===== config.mk =====
export PLATFORM = sky130hd
export DESIGN_NAME = http_chunked_body_decoder_unit
export DESIGN_NICKNAME = d
export VERILOG_FILES = /design/src/rtl/core/cbd_pkg.sv /design/src/rtl/core/cbd_parser.sv /design/src/rtl/core/cbd_out_fifo.sv /design/src/rtl/core/http_chunked_body_decoder_unit.sv
export SDC_FILE = /design/constraint.sdc
export NUM_CORES = 1
export LEC_CHECK = 0
export ABC_CLOCK_PERIOD_IN_PS = 12700
export BUFFER_PORTS_ARGS = -buffer_cell sky130_fd_sc_hd__buf_2
export CAP_MARGIN = 15
export CORE_MARGIN = 8
export CORE_UTILIZATION = 30
export CTS_BUF_LIST = sky130_fd_sc_hd__clkbuf_8 sky130_fd_sc_hd__clkbuf_16
export DETAILED_ROUTE_END_ITERATION = 16
export PLACE_DENSITY = 0.52
export SLEW_MARGIN = 20
export SYNTH_ARGS = -nofsm -noshare
export SYNTH_HDL_FRONTEND = slang
export SYNTH_SLANG_ARGS = --single-unit

===== constraint.sdc =====
create_clock -name clk -period 12.7 [get_ports clk]
set_input_delay 2.54 -clock clk [delete_from_list [all_inputs] [get_ports clk]]
set_output_delay 2.54 -clock clk [all_outputs]
set_load 0.01 [all_outputs]

===== src/rtl/core/cbd_pkg.sv =====
// Shared types and constants for the chunked body decoder.
// Beat payload structs, character codes, end reason codes, output queue sizing.
// No dependencies.
package cbd_pkg;

    localparam int FIELD_W     = 24;
    localparam int TRAILER_LEN = 2;

    localparam logic [FIELD_W-1:0] MAX_BYTES_RESET = 24'd1048576;

    // output queue: room for the two items one input beat can produce, plus slack
    localparam int OQ_DEPTH = 4;
    localparam int OQ_AW    = 2;
    localparam int OQ_CW    = 3;

    localparam logic [7:0] CH_TAB   = 8'h09;
    localparam logic [7:0] CH_LF    = 8'h0A;
    localparam logic [7:0] CH_CR    = 8'h0D;
    localparam logic [7:0] CH_SPACE = 8'h20;
    localparam logic [7:0] CH_PLUS  = 8'h2B;
    localparam logic [7:0] CH_ZERO  = 8'h30;
    localparam logic [7:0] CH_NINE  = 8'h39;
    localparam logic [7:0] CH_UA    = 8'h41;
    localparam logic [7:0] CH_UF    = 8'h46;
    localparam logic [7:0] CH_UX    = 8'h58;
    localparam logic [7:0] CH_LA    = 8'h61;
    localparam logic [7:0] CH_LF_HEX = 8'h66;
    localparam logic [7:0] CH_LX    = 8'h78;

    localparam logic [2:0] REASON_ZERO       = 3'd0;
    localparam logic [2:0] REASON_ENDED      = 3'd1;
    localparam logic [2:0] REASON_MALFORMED  = 3'd2;
    localparam logic [2:0] REASON_INCOMPLETE = 3'd3;
    localparam logic [2:0] REASON_LIMIT      = 3'd4;
    localparam logic [2:0] STOP_NONE         = 3'd7;

    localparam logic KIND_DATA   = 1'b0;
    localparam logic KIND_REPORT = 1'b1;

    typedef struct packed {
        logic [7:0] body_byte;
        logic       last_byte;
    } cbd_in_t;

    typedef struct packed {
        logic               item_kind;
        logic [7:0]         data_byte;
        logic [FIELD_W-1:0] decoded_count;
        logic               truncated;
        logic [FIELD_W-1:0] discard_count;
        logic [2:0]         end_reason;
        logic               is_last;
    } cbd_out_t;

    // items produced by one accepted input beat
    typedef struct packed {
        logic     data_en;
        logic     rpt_en;
        cbd_out_t data_item;
        cbd_out_t rpt_item;
    } cbd_push_t;

endpackage


===== src/rtl/core/cbd_parser.sv =====
// Chunk-size line parser, data pass-through and final report generation.
// Holds the decode state and the byte limit register; one input beat per cycle when accept is high.
// Depends on cbd_pkg.
module cbd_parser
    import cbd_pkg::*;
#(
    parameter int COUNT_BITS = 24
)
(
    input  logic                 clk,
    input  logic                 rst_n,
    input  logic                 cfg_wr_en,
    input  logic [FIELD_W-1:0]   cfg_wr_data,
    input  logic                 accept,
    input  cbd_in_t              in_data,
    output cbd_push_t            push
);

    localparam int CW   = COUNT_BITS;
    localparam int CMPW = (COUNT_BITS > FIELD_W) ? COUNT_BITS : FIELD_W;

    typedef enum logic [2:0] {
        PH_LWS,
        PH_SIGNED,
        PH_ZERO,
        PH_PREFIX,
        PH_DIGITS,
        PH_TAIL,
        PH_DATA,
        PH_SKIP
    } phase_t;

    function automatic logic [4:0] hex_digit(input logic [7:0] c);
        logic [4:0] r;
        r = '0;
        if (c >= CH_ZERO && c <= CH_NINE) begin
            r = {1'b1, 4'(c - CH_ZERO)};
        end else if (c >= CH_LA && c <= CH_LF_HEX) begin
            r = {1'b1, 4'(c - CH_LA + 8'd10)};
        end else if (c >= CH_UA && c <= CH_UF) begin
            r = {1'b1, 4'(c - CH_UA + 8'd10)};
        end
        return r;
    endfunction

    phase_t             phase_reg, phase_next;
    logic               held_cr_reg, held_cr_next;
    logic               digit_reg, digit_next;
    logic [CW-1:0]      size_reg, size_next;
    logic [CW-1:0]      left_reg, left_next;
    logic [CW-1:0]      chunk_reg, chunk_next;
    logic [CW-1:0]      commit_reg, commit_next;
    logic [2:0]         stop_reg, stop_next;
    logic [FIELD_W-1:0] max_reg;

    logic [7:0]    c;
    logic [4:0]    hx;
    logic          is_space;
    logic [CW-1:0] add_val;
    logic [CW-1:0] ce1;
    logic [CW-1:0] bl1;
    logic [CW:0]   sum_wide;
    logic [CW-1:0] commit_sum;
    logic          lead_digit;

    assign c        = in_data.body_byte;
    assign hx       = hex_digit(c);
    assign is_space = (c == CH_SPACE) || (c >= CH_TAB && c <= CH_CR);
    // shifting in a digit overflows exactly when the top nibble is nonzero
    assign add_val  = (|size_reg[CW-1 -: 4]) ? '1 : {size_reg[CW-5:0], hx[3:0]};
    assign ce1      = chunk_reg + CW'(1);
    assign bl1      = left_reg - CW'(1);
    assign sum_wide = {1'b0, commit_reg} + {1'b0, ce1};
    assign commit_sum = sum_wide[CW] ? '1 : sum_wide[CW-1:0];

    always_comb
    begin
        phase_next   = phase_reg;
        held_cr_next = held_cr_reg;
        digit_next   = digit_reg;
        size_next    = size_reg;
        left_next    = left_reg;
        chunk_next   = chunk_reg;
        commit_next  = commit_reg;
        stop_next    = stop_reg;
        lead_digit   = 1'b0;
        push         = '0;

        push.data_item.item_kind = KIND_DATA;
        push.data_item.data_byte = c;

        if (accept) begin
            if (stop_reg == STOP_NONE) begin
                unique case (phase_reg)
                    PH_DATA:
                    begin
                        push.data_en = 1'b1;
                        if (bl1 == '0) begin
                            commit_next = commit_sum;
                            chunk_next  = '0;
                            if (CMPW'(commit_sum) >= CMPW'(max_reg)) begin
                                stop_next = REASON_LIMIT;
                                left_next = bl1;
                            end else begin
                                phase_next = PH_SKIP;
                                left_next  = CW'(TRAILER_LEN);
                            end
                        end else begin
                            chunk_next = ce1;
                            left_next  = bl1;
                        end
                    end
                    PH_SKIP:
                    begin
                        left_next = bl1;
                        if (bl1 == '0) begin
                            phase_next   = PH_LWS;
                            held_cr_next = 1'b0;
                            digit_next   = 1'b0;
                            size_next    = '0;
                        end
                    end
                    default:
                    begin
                        if (c == CH_LF && held_cr_reg) begin
                            // end of size line
                            if (!digit_reg) begin
                                stop_next = REASON_MALFORMED;
                            end else if (size_reg == '0) begin
                                stop_next = REASON_ZERO;
                            end else begin
                                phase_next = PH_DATA;
                                left_next  = size_reg;
                                chunk_next = '0;
                            end
                            held_cr_next = 1'b0;
                        end else begin
                            case (phase_reg)
                                PH_LWS:
                                begin
                                    if (c == CH_PLUS) begin
                                        phase_next = PH_SIGNED;
                                    end else if (!is_space) begin
                                        lead_digit = 1'b1;
                                    end
                                end
                                PH_SIGNED:
                                begin
                                    lead_digit = 1'b1;
                                end
                                PH_ZERO:
                                begin
                                    if (c == CH_LX || c == CH_UX) begin
                                        phase_next = PH_PREFIX;
                                    end else if (hx[4]) begin
                                        size_next  = add_val;
                                        digit_next = 1'b1;
                                        phase_next = PH_DIGITS;
                                    end else begin
                                        phase_next = PH_TAIL;
                                    end
                                end
                                PH_PREFIX, PH_DIGITS:
                                begin
                                    if (hx[4]) begin
                                        size_next  = add_val;
                                        digit_next = 1'b1;
                                        phase_next = PH_DIGITS;
                                    end else begin
                                        phase_next = PH_TAIL;
                                    end
                                end
                                default:
                                begin
                                end
                            endcase
                            if (lead_digit) begin
                                if (hx[4]) begin
                                    size_next  = add_val;
                                    digit_next = 1'b1;
                                    phase_next = (c == CH_ZERO) ? PH_ZERO : PH_DIGITS;
                                end else begin
                                    // includes a minus sign: line ends up malformed
                                    phase_next = PH_TAIL;
                                end
                            end
                            held_cr_next = (c == CH_CR);
                        end
                    end
                endcase
            end

            if (in_data.last_byte) begin
                push.rpt_en                 = 1'b1;
                push.rpt_item.item_kind     = KIND_REPORT;
                push.rpt_item.is_last       = 1'b1;
                push.rpt_item.decoded_count = FIELD_W'(commit_next);
                push.rpt_item.truncated     = (CMPW'(commit_next) >= CMPW'(max_reg));
                if (stop_next != STOP_NONE) begin
                    push.rpt_item.end_reason = stop_next;
                end else if (phase_next == PH_DATA) begin
                    push.rpt_item.end_reason    = REASON_INCOMPLETE;
                    push.rpt_item.discard_count = FIELD_W'(chunk_next);
                end else begin
                    push.rpt_item.end_reason = REASON_ENDED;
                end

                // fresh body follows
                phase_next   = PH_LWS;
                held_cr_next = 1'b0;
                digit_next   = 1'b0;
                size_next    = '0;
                left_next    = '0;
                chunk_next   = '0;
                commit_next  = '0;
                stop_next    = STOP_NONE;
            end
        end
    end

    always_ff @(posedge clk or negedge rst_n)
    begin
        if (!rst_n) begin
            phase_reg   <= PH_LWS;
            held_cr_reg <= 1'b0;
            digit_reg   <= 1'b0;
            size_reg    <= '0;
            left_reg    <= '0;
            chunk_reg   <= '0;
            commit_reg  <= '0;
            stop_reg    <= STOP_NONE;
            max_reg     <= MAX_BYTES_RESET;
        end else begin
            phase_reg   <= phase_next;
            held_cr_reg <= held_cr_next;
            digit_reg   <= digit_next;
            size_reg    <= size_next;
            left_reg    <= left_next;
            chunk_reg   <= chunk_next;
            commit_reg  <= commit_next;
            stop_reg    <= stop_next;
            if (cfg_wr_en) begin
                max_reg <= cfg_wr_data;
            end
        end
    end

    a_clear_after_last: assert property (@(posedge clk) disable iff (!rst_n)
        accept && in_data.last_byte |=> commit_reg == '0 && stop_reg == STOP_NONE
            && phase_reg == PH_LWS)
        else $error("decode state not cleared after last beat");

    a_no_data_when_stopped: assert property (@(posedge clk) disable iff (!rst_n)
        push.data_en |-> stop_reg == STOP_NONE && phase_reg == PH_DATA)
        else $error("data beat emitted outside an active chunk");

    a_data_has_bytes_left: assert property (@(posedge clk) disable iff (!rst_n)
        phase_reg == PH_DATA && stop_reg == STOP_NONE |-> left_reg != '0)
        else $error("active chunk with zero bytes left");

endmodule


===== src/rtl/core/cbd_out_fifo.sv =====
// Small output queue taking up to two items per cycle and giving one unless out_stall is high.
// Parts the parser from the output handshake. Depends on cbd_pkg.
module cbd_out_fifo
    import cbd_pkg::*;
(
    input  logic      clk,
    input  logic      rst_n,
    input  cbd_push_t push,
    output logic      full,
    output logic      out_valid,
    input  logic      out_stall,
    output cbd_out_t  out_data
);

    cbd_out_t         mem [OQ_DEPTH];
    logic [OQ_AW-1:0] wr_ptr_reg, wr_ptr_next;
    logic [OQ_AW-1:0] rd_ptr_reg, rd_ptr_next;
    logic [OQ_CW-1:0] count_reg, count_next;
    logic [1:0]       n_push;
    logic             pop;
    cbd_out_t         first_item;

    assign n_push     = 2'(push.data_en) + 2'(push.rpt_en);
    assign first_item = push.data_en ? push.data_item : push.rpt_item;
    assign out_valid  = (count_reg != '0);
    assign out_data   = mem[rd_ptr_reg];
    assign pop        = out_valid && !out_stall;
    // signal full while fewer than two entries are free
    assign full       = (count_reg > OQ_CW'(OQ_DEPTH - 2));

    assign wr_ptr_next = wr_ptr_reg + OQ_AW'(n_push);
    assign rd_ptr_next = rd_ptr_reg + OQ_AW'(pop);
    assign count_next  = count_reg + OQ_CW'(n_push) - OQ_CW'(pop);

    always_ff @(posedge clk or negedge rst_n)
    begin
        if (!rst_n) begin
            wr_ptr_reg <= '0;
            rd_ptr_reg <= '0;
            count_reg  <= '0;
        end else begin
            wr_ptr_reg <= wr_ptr_next;
            rd_ptr_reg <= rd_ptr_next;
            count_reg  <= count_next;
        end
    end

    always_ff @(posedge clk)
    begin
        if (n_push != 2'd0) begin
            mem[wr_ptr_reg] <= first_item;
        end
        if (n_push == 2'd2) begin
            mem[wr_ptr_reg + OQ_AW'(1)] <= push.rpt_item;
        end
    end

    a_count_bound: assert property (@(posedge clk) disable iff (!rst_n)
        count_reg <= OQ_CW'(OQ_DEPTH))
        else $error("output queue overflow");

    a_push_has_room: assert property (@(posedge clk) disable iff (!rst_n)
        n_push != 2'd0 |-> count_reg <= OQ_CW'(OQ_DEPTH - 2))
        else $error("push into queue without room for two beats");

    a_pop_only: assert property (@(posedge clk) disable iff (!rst_n)
        pop && n_push == 2'd0 |=> count_reg == $past(count_reg) - OQ_CW'(1))
        else $error("queue count wrong after pop");

endmodule


===== src/rtl/core/http_chunked_body_decoder_unit.sv =====
// HTTP/1.1 chunked body decoder, one raw body byte per input beat.
// Input beat: body_byte, last_byte. Output beat: a decoded data byte or the final
// report (decoded count, truncated, discard count, end reason).
// A chunk's data bytes come out as data beats; size lines and CRLF trailers
// produce nothing. The beat flagged last_byte adds one report beat, after the
// data beat it may also carry, and returns the decode state to its reset values.
// Throughput: one input beat per cycle while in_stall is low; a last beat that
// also carries a data byte makes two output beats, drained one per cycle while
// out_stall is low, through a 4-entry output queue. in_stall rises while that
// queue holds more than two beats, so a stalled receiver backs up into the
// input once three beats are queued.
// cfg_wr_en/cfg_wr_data write the byte limit (reset 1048576); write it only
// while idle. Reset clears the decode state and the queue and restores the limit.
// COUNT_BITS sets the width of the internal size and byte counters.
// Depends on cbd_pkg, cbd_parser, cbd_out_fifo.
module http_chunked_body_decoder_unit
    import cbd_pkg::*;
#(
    parameter int COUNT_BITS = 24
)
(
    input  logic               clk,
    input  logic               rst_n,
    input  logic               cfg_wr_en,
    input  logic [FIELD_W-1:0] cfg_wr_data,
    input  logic               in_valid,
    output logic               in_stall,
    input  cbd_in_t            in_data,
    output logic               out_valid,
    input  logic               out_stall,
    output cbd_out_t           out_data
);

    cbd_push_t push;
    logic      accept;

    assign accept = in_valid && !in_stall;

    cbd_parser #(
        .COUNT_BITS (COUNT_BITS)
    ) u_parser (
        .clk         (clk),
        .rst_n       (rst_n),
        .cfg_wr_en   (cfg_wr_en),
        .cfg_wr_data (cfg_wr_data),
        .accept      (accept),
        .in_data     (in_data),
        .push        (push)
    );

    cbd_out_fifo u_out_fifo (
        .clk       (clk),
        .rst_n     (rst_n),
        .push      (push),
        .full      (in_stall),
        .out_valid (out_valid),
        .out_stall (out_stall),
        .out_data  (out_data)
    );

endmodule


==> flow_summary_export.csv <==
group,metric,value,unit
status,status,"completed",
placed_design,placedCellCount,2956,
finish,drive_gt1_share,15.1,%
worst_setup_path,critPathRequiredTime,13.12,ns
timing,rsz0062_at_grt,"no",
timing,fin_crit_sh,58.5,%
synthesis,ys_seq_area_share,49.2,%
worst_setup_path,path_class,"reg2reg",
clock_tree,cts_tree,"done",
worst_setup_path,cp-start-kind,"flop",
global_routing,grt_max_degree,81,
placed_design,dp_hpwl,42800,um
synthesis,yosys.cell_count.top_type,"nor2_1",
timing,relSlewSlack,18.8,%
synthesis,netlist_instances,2017,
timing,worst_slew_pin_slew,1.21,ns
clock_tree,post-cts-setup-buffer-count,0,
clock_tree,clk_latency,0.57,ns
worst_setup_path,cp-end-kind,"flop",
finish,largest_reg_flops,244,
timing,finalCriticalPeriod,7.43,ns
clock_tree,cts_max_level,2,
finish,syn_to_final_growth,13.2,%
finish,antenna_cells,0,
finish,top_register,"u_out_fifo.mem",
global_routing,grt_usage,15.7,%
die,dieWidth,281,um
clock_tree,holdBufCountCts,0,
detailed_routing,first_pass_iters,5,
synthesis,synthesis.area,21100,sq um
global_routing,grt_antenna_before_repair,0,
finish,stdcell_count,3036,
die,design.portCount,102,
worst_setup_path,critPathMaxFanout,18,
clock_tree,root_buffer,"clkbuf_16",
timing,setup_viol,0,
die,die_area,79200,sq um
timing,slew_viol_final,0,
synthesis,synthDistinctLibCells,80,
finish,num-nets-final,2190,
placed_design,gp_congestion,0.911,
detailed_routing,antenna_left,0,
finish,design_area,23900,sq um
timing,fin_tns_setup,0,ns
synthesis,ys_ff_latch,379,
worst_setup_path,cp_slowest_cell,"a21oi_1",
timing,fin_skew,0.0190,ns
clock_tree,clk_pin_slew,0.07,ns
worst_hold_path,hp-class,"reg2reg",
worst_setup_path,cpPeakStageDelay,0.57,ns
die,core,69900,sq um
synthesis,avgSynthCellArea,10.5,sq um
placed_design,io_buffers,101,
global_routing,grt_overflow_total,0,
synthesis,yosys-top-cells-count,"284 x nor2_1, 212 x edfxtp_1, 159 x nand2_1",
timing,fmax,135,MHz
placed_design,place_area,22500,sq um
clock_tree,cts_sinks,379,
synthesis,ys.flop_type,"edfxtp_1",
detailed_routing,drtIter0Drc,1315,
global_routing,grt_first_pass_wirelength,98100,um
die,rows,97,
job,drv_cap,0,
detailed_routing,wirelength,63100,um
worst_setup_path,path_cells,"nand3_1 -> nor2_1 -> nand4_1 -> xnor2_1 -> ha_1 -> and3_1 -> and2_1 -> a32oi_1 -> o221ai_1 -> a211o_1 -> a211o_1 -> a21oi_1 -> inv_1 -> ha_1 -> nand4_1 -> nor2_1 -> nand3_1 -> o31ai_1 -> nor2_1 -> a31oi_2 -> nand3b_1 -> buf_6 -> a21oi_1",
worst_setup_path,crit_top_cell,"nor2_1",
pwr,power,4990,uW
timing,postLayoutSetupSlackWorst,5.27,ns
detailed_routing,route.vias.total,16205,
pwr,p_leak,0.00908,uW
placed_design,place_worst_setup_slack,4.98,ns
detailed_routing,wl_per_cell,20.8,um
synthesis,synth_edf_count,212,
synthesis,mappedNetlistNets,2145,
pwr,p_per_area,208,nW/um^2
clock_tree,cts_inserted_buffers,43,
global_routing,grt_pass1_vias,16330,
die,die_h,281,um
synthesis,synth_top_area_cell,"edfxtp_1",
synthesis,synth.top_cell.area_share,30.1,%
timing,hold_viol,0,
detailed_routing,drc,0,
clock_tree,cts.repair.resized,0,
pwr,peakVddDrop,0.000150,V
detailed_routing,vias_per_cell,5.34,
worst_setup_path,arrival,7.85,ns
clock_tree,cts_buffer_depth,3,
synthesis,async_reset_ff_share,35.6,%
die,initial_core_util,30.2,%
synthesis,yosys_warnings,0,
synthesis,synthTopCellsByArea,"edfxtp_1 30%, dfrtp_1 16%, mux4_2 6.5%",
==> worst paths after layout <==
check	startpoint	to	slack, ns	cells past startpoint
worst max register to register	u_parser.chunk_reg[2]	u_out_fifo.mem[1][25]	5.27	23
worst max-delay path	u_parser.chunk_reg[2]	u_out_fifo.mem[1][25]	5.27	23
max in group asynchronous	rst_n	u_out_fifo.rd_ptr_reg[0]	9.16	2
worst min register to register	u_out_fifo.mem[1][59]	u_out_fifo.mem[1][59]	0.48	1
worst min-delay path	u_out_fifo.mem[1][59]	u_out_fifo.mem[1][59]	0.48	1
min in group asynchronous	rst_n	u_parser.max_reg[16]	2.07	1
==> layer usage <==
metal	part of all wire, %	up-vias	global-route usage (%)
li1	-	7594	-
met1	43	8067	20.4
met2	49	450	26.8
met3	5.3	94	2.29
met4	2.7	0	4.79
met5	0	-	0
==> cells in the final DEF, fill, tap and decap left out, types with 14 or more instances in the layout <==
| cell type | netlist | routed |
|---|---|---|
| nand3_1 | 37 | 37 |
| o21ai_1 | 13 | 14 |
| a22o_1 | 58 | 58 |
| edfxtp_1 | 212 | 212 |
| mux4_2 | 61 | 61 |
| o22ai_1 | 28 | 28 |
| a21oi_1 | 107 | 105 |
| nor4_1 | 39 | 39 |
| clkbuf_16 | 0 | 45 |
| dfxtp_1 | 32 | 32 |
| nor3_1 | 41 | 41 |
| nand2b_1 | 16 | 16 |
| nand4_1 | 18 | 18 |
| o2bb2ai_1 | 14 | 14 |
| ha_1 | 88 | 88 |
| o21ai_0 | 125 | 124 |
| xnor2_1 | 30 | 30 |
| buf_4 | 5 | 22 |
| and3_1 | 16 | 16 |
| nand2_1 | 159 | 157 |
| and2_1 | 15 | 14 |
| nor2_1 | 284 | 283 |
| mux2i_1 | 17 | 17 |
| inv_1 | 83 | 93 |
| buf_2 | 8 | 100 |
| xor2_1 | 18 | 18 |
| dfrtp_1 | 131 | 129 |
| o211ai_1 | 28 | 28 |
==> stage by stage <==
| step | hold WS (ns) | utilization [%] |
|---|---|---|
| detailed placement | 0.461 | 32.2 |
| global placement | 0.456 | 32.2 |
| CTS | 0.478 | 34.2 |
| finish | 0.476 | 34.2 |
| floorplan | 0.444 | - |
| global route | 0.489 | 34.2 |
==> worst max-delay path, delay by kind of cell (launching register included) <==
kind / cells / cell delay (ns)
buffers and inverters: 2 / 0.40
adder cells (fa/ha/maj): 2 / 0.65
flip-flops: 1 / 0.44
XOR/XNOR: 1 / 0.32
AND/OR/NAND/NOR: 10 / 2.47
AO/OA/AOI/OAI: 8 / 2.97
==> power breakdown <==
part	leakage [uW]	switching [uW]	total, uW	internal, uW
registers	0.00394	224	1790	1570
clock network	0.000759	518	1250	732
logic	0.00438	1250	1940	693
total	0.00908	1990	4990	2990
==> area by class of cell <==
cell class	count	area, sq um
Fill cell	7093	46000
Timing Repair Buffer	124	688
Sequential cell	379	10400
Inverter	85	323
Clock inverter	29	219
Multi-Input combinational cell	1429	9920
Clock buffer	50	1190
Tap cell	940	1180
==> logic make-up after synthesis <==
logic type	after synthesis	share of synthesized area (%)
AO/OA/AOI/OAI	498	15.6
XOR/XNOR	48	1.99
adder cells (fa/ha/maj)	90	5.40
buffers and inverters	209	3.99
flip-flops	379	49.2
multiplexers	88	7.94
AND/OR/NAND/NOR	705	15.9
(Power assumes the default switching activity.)
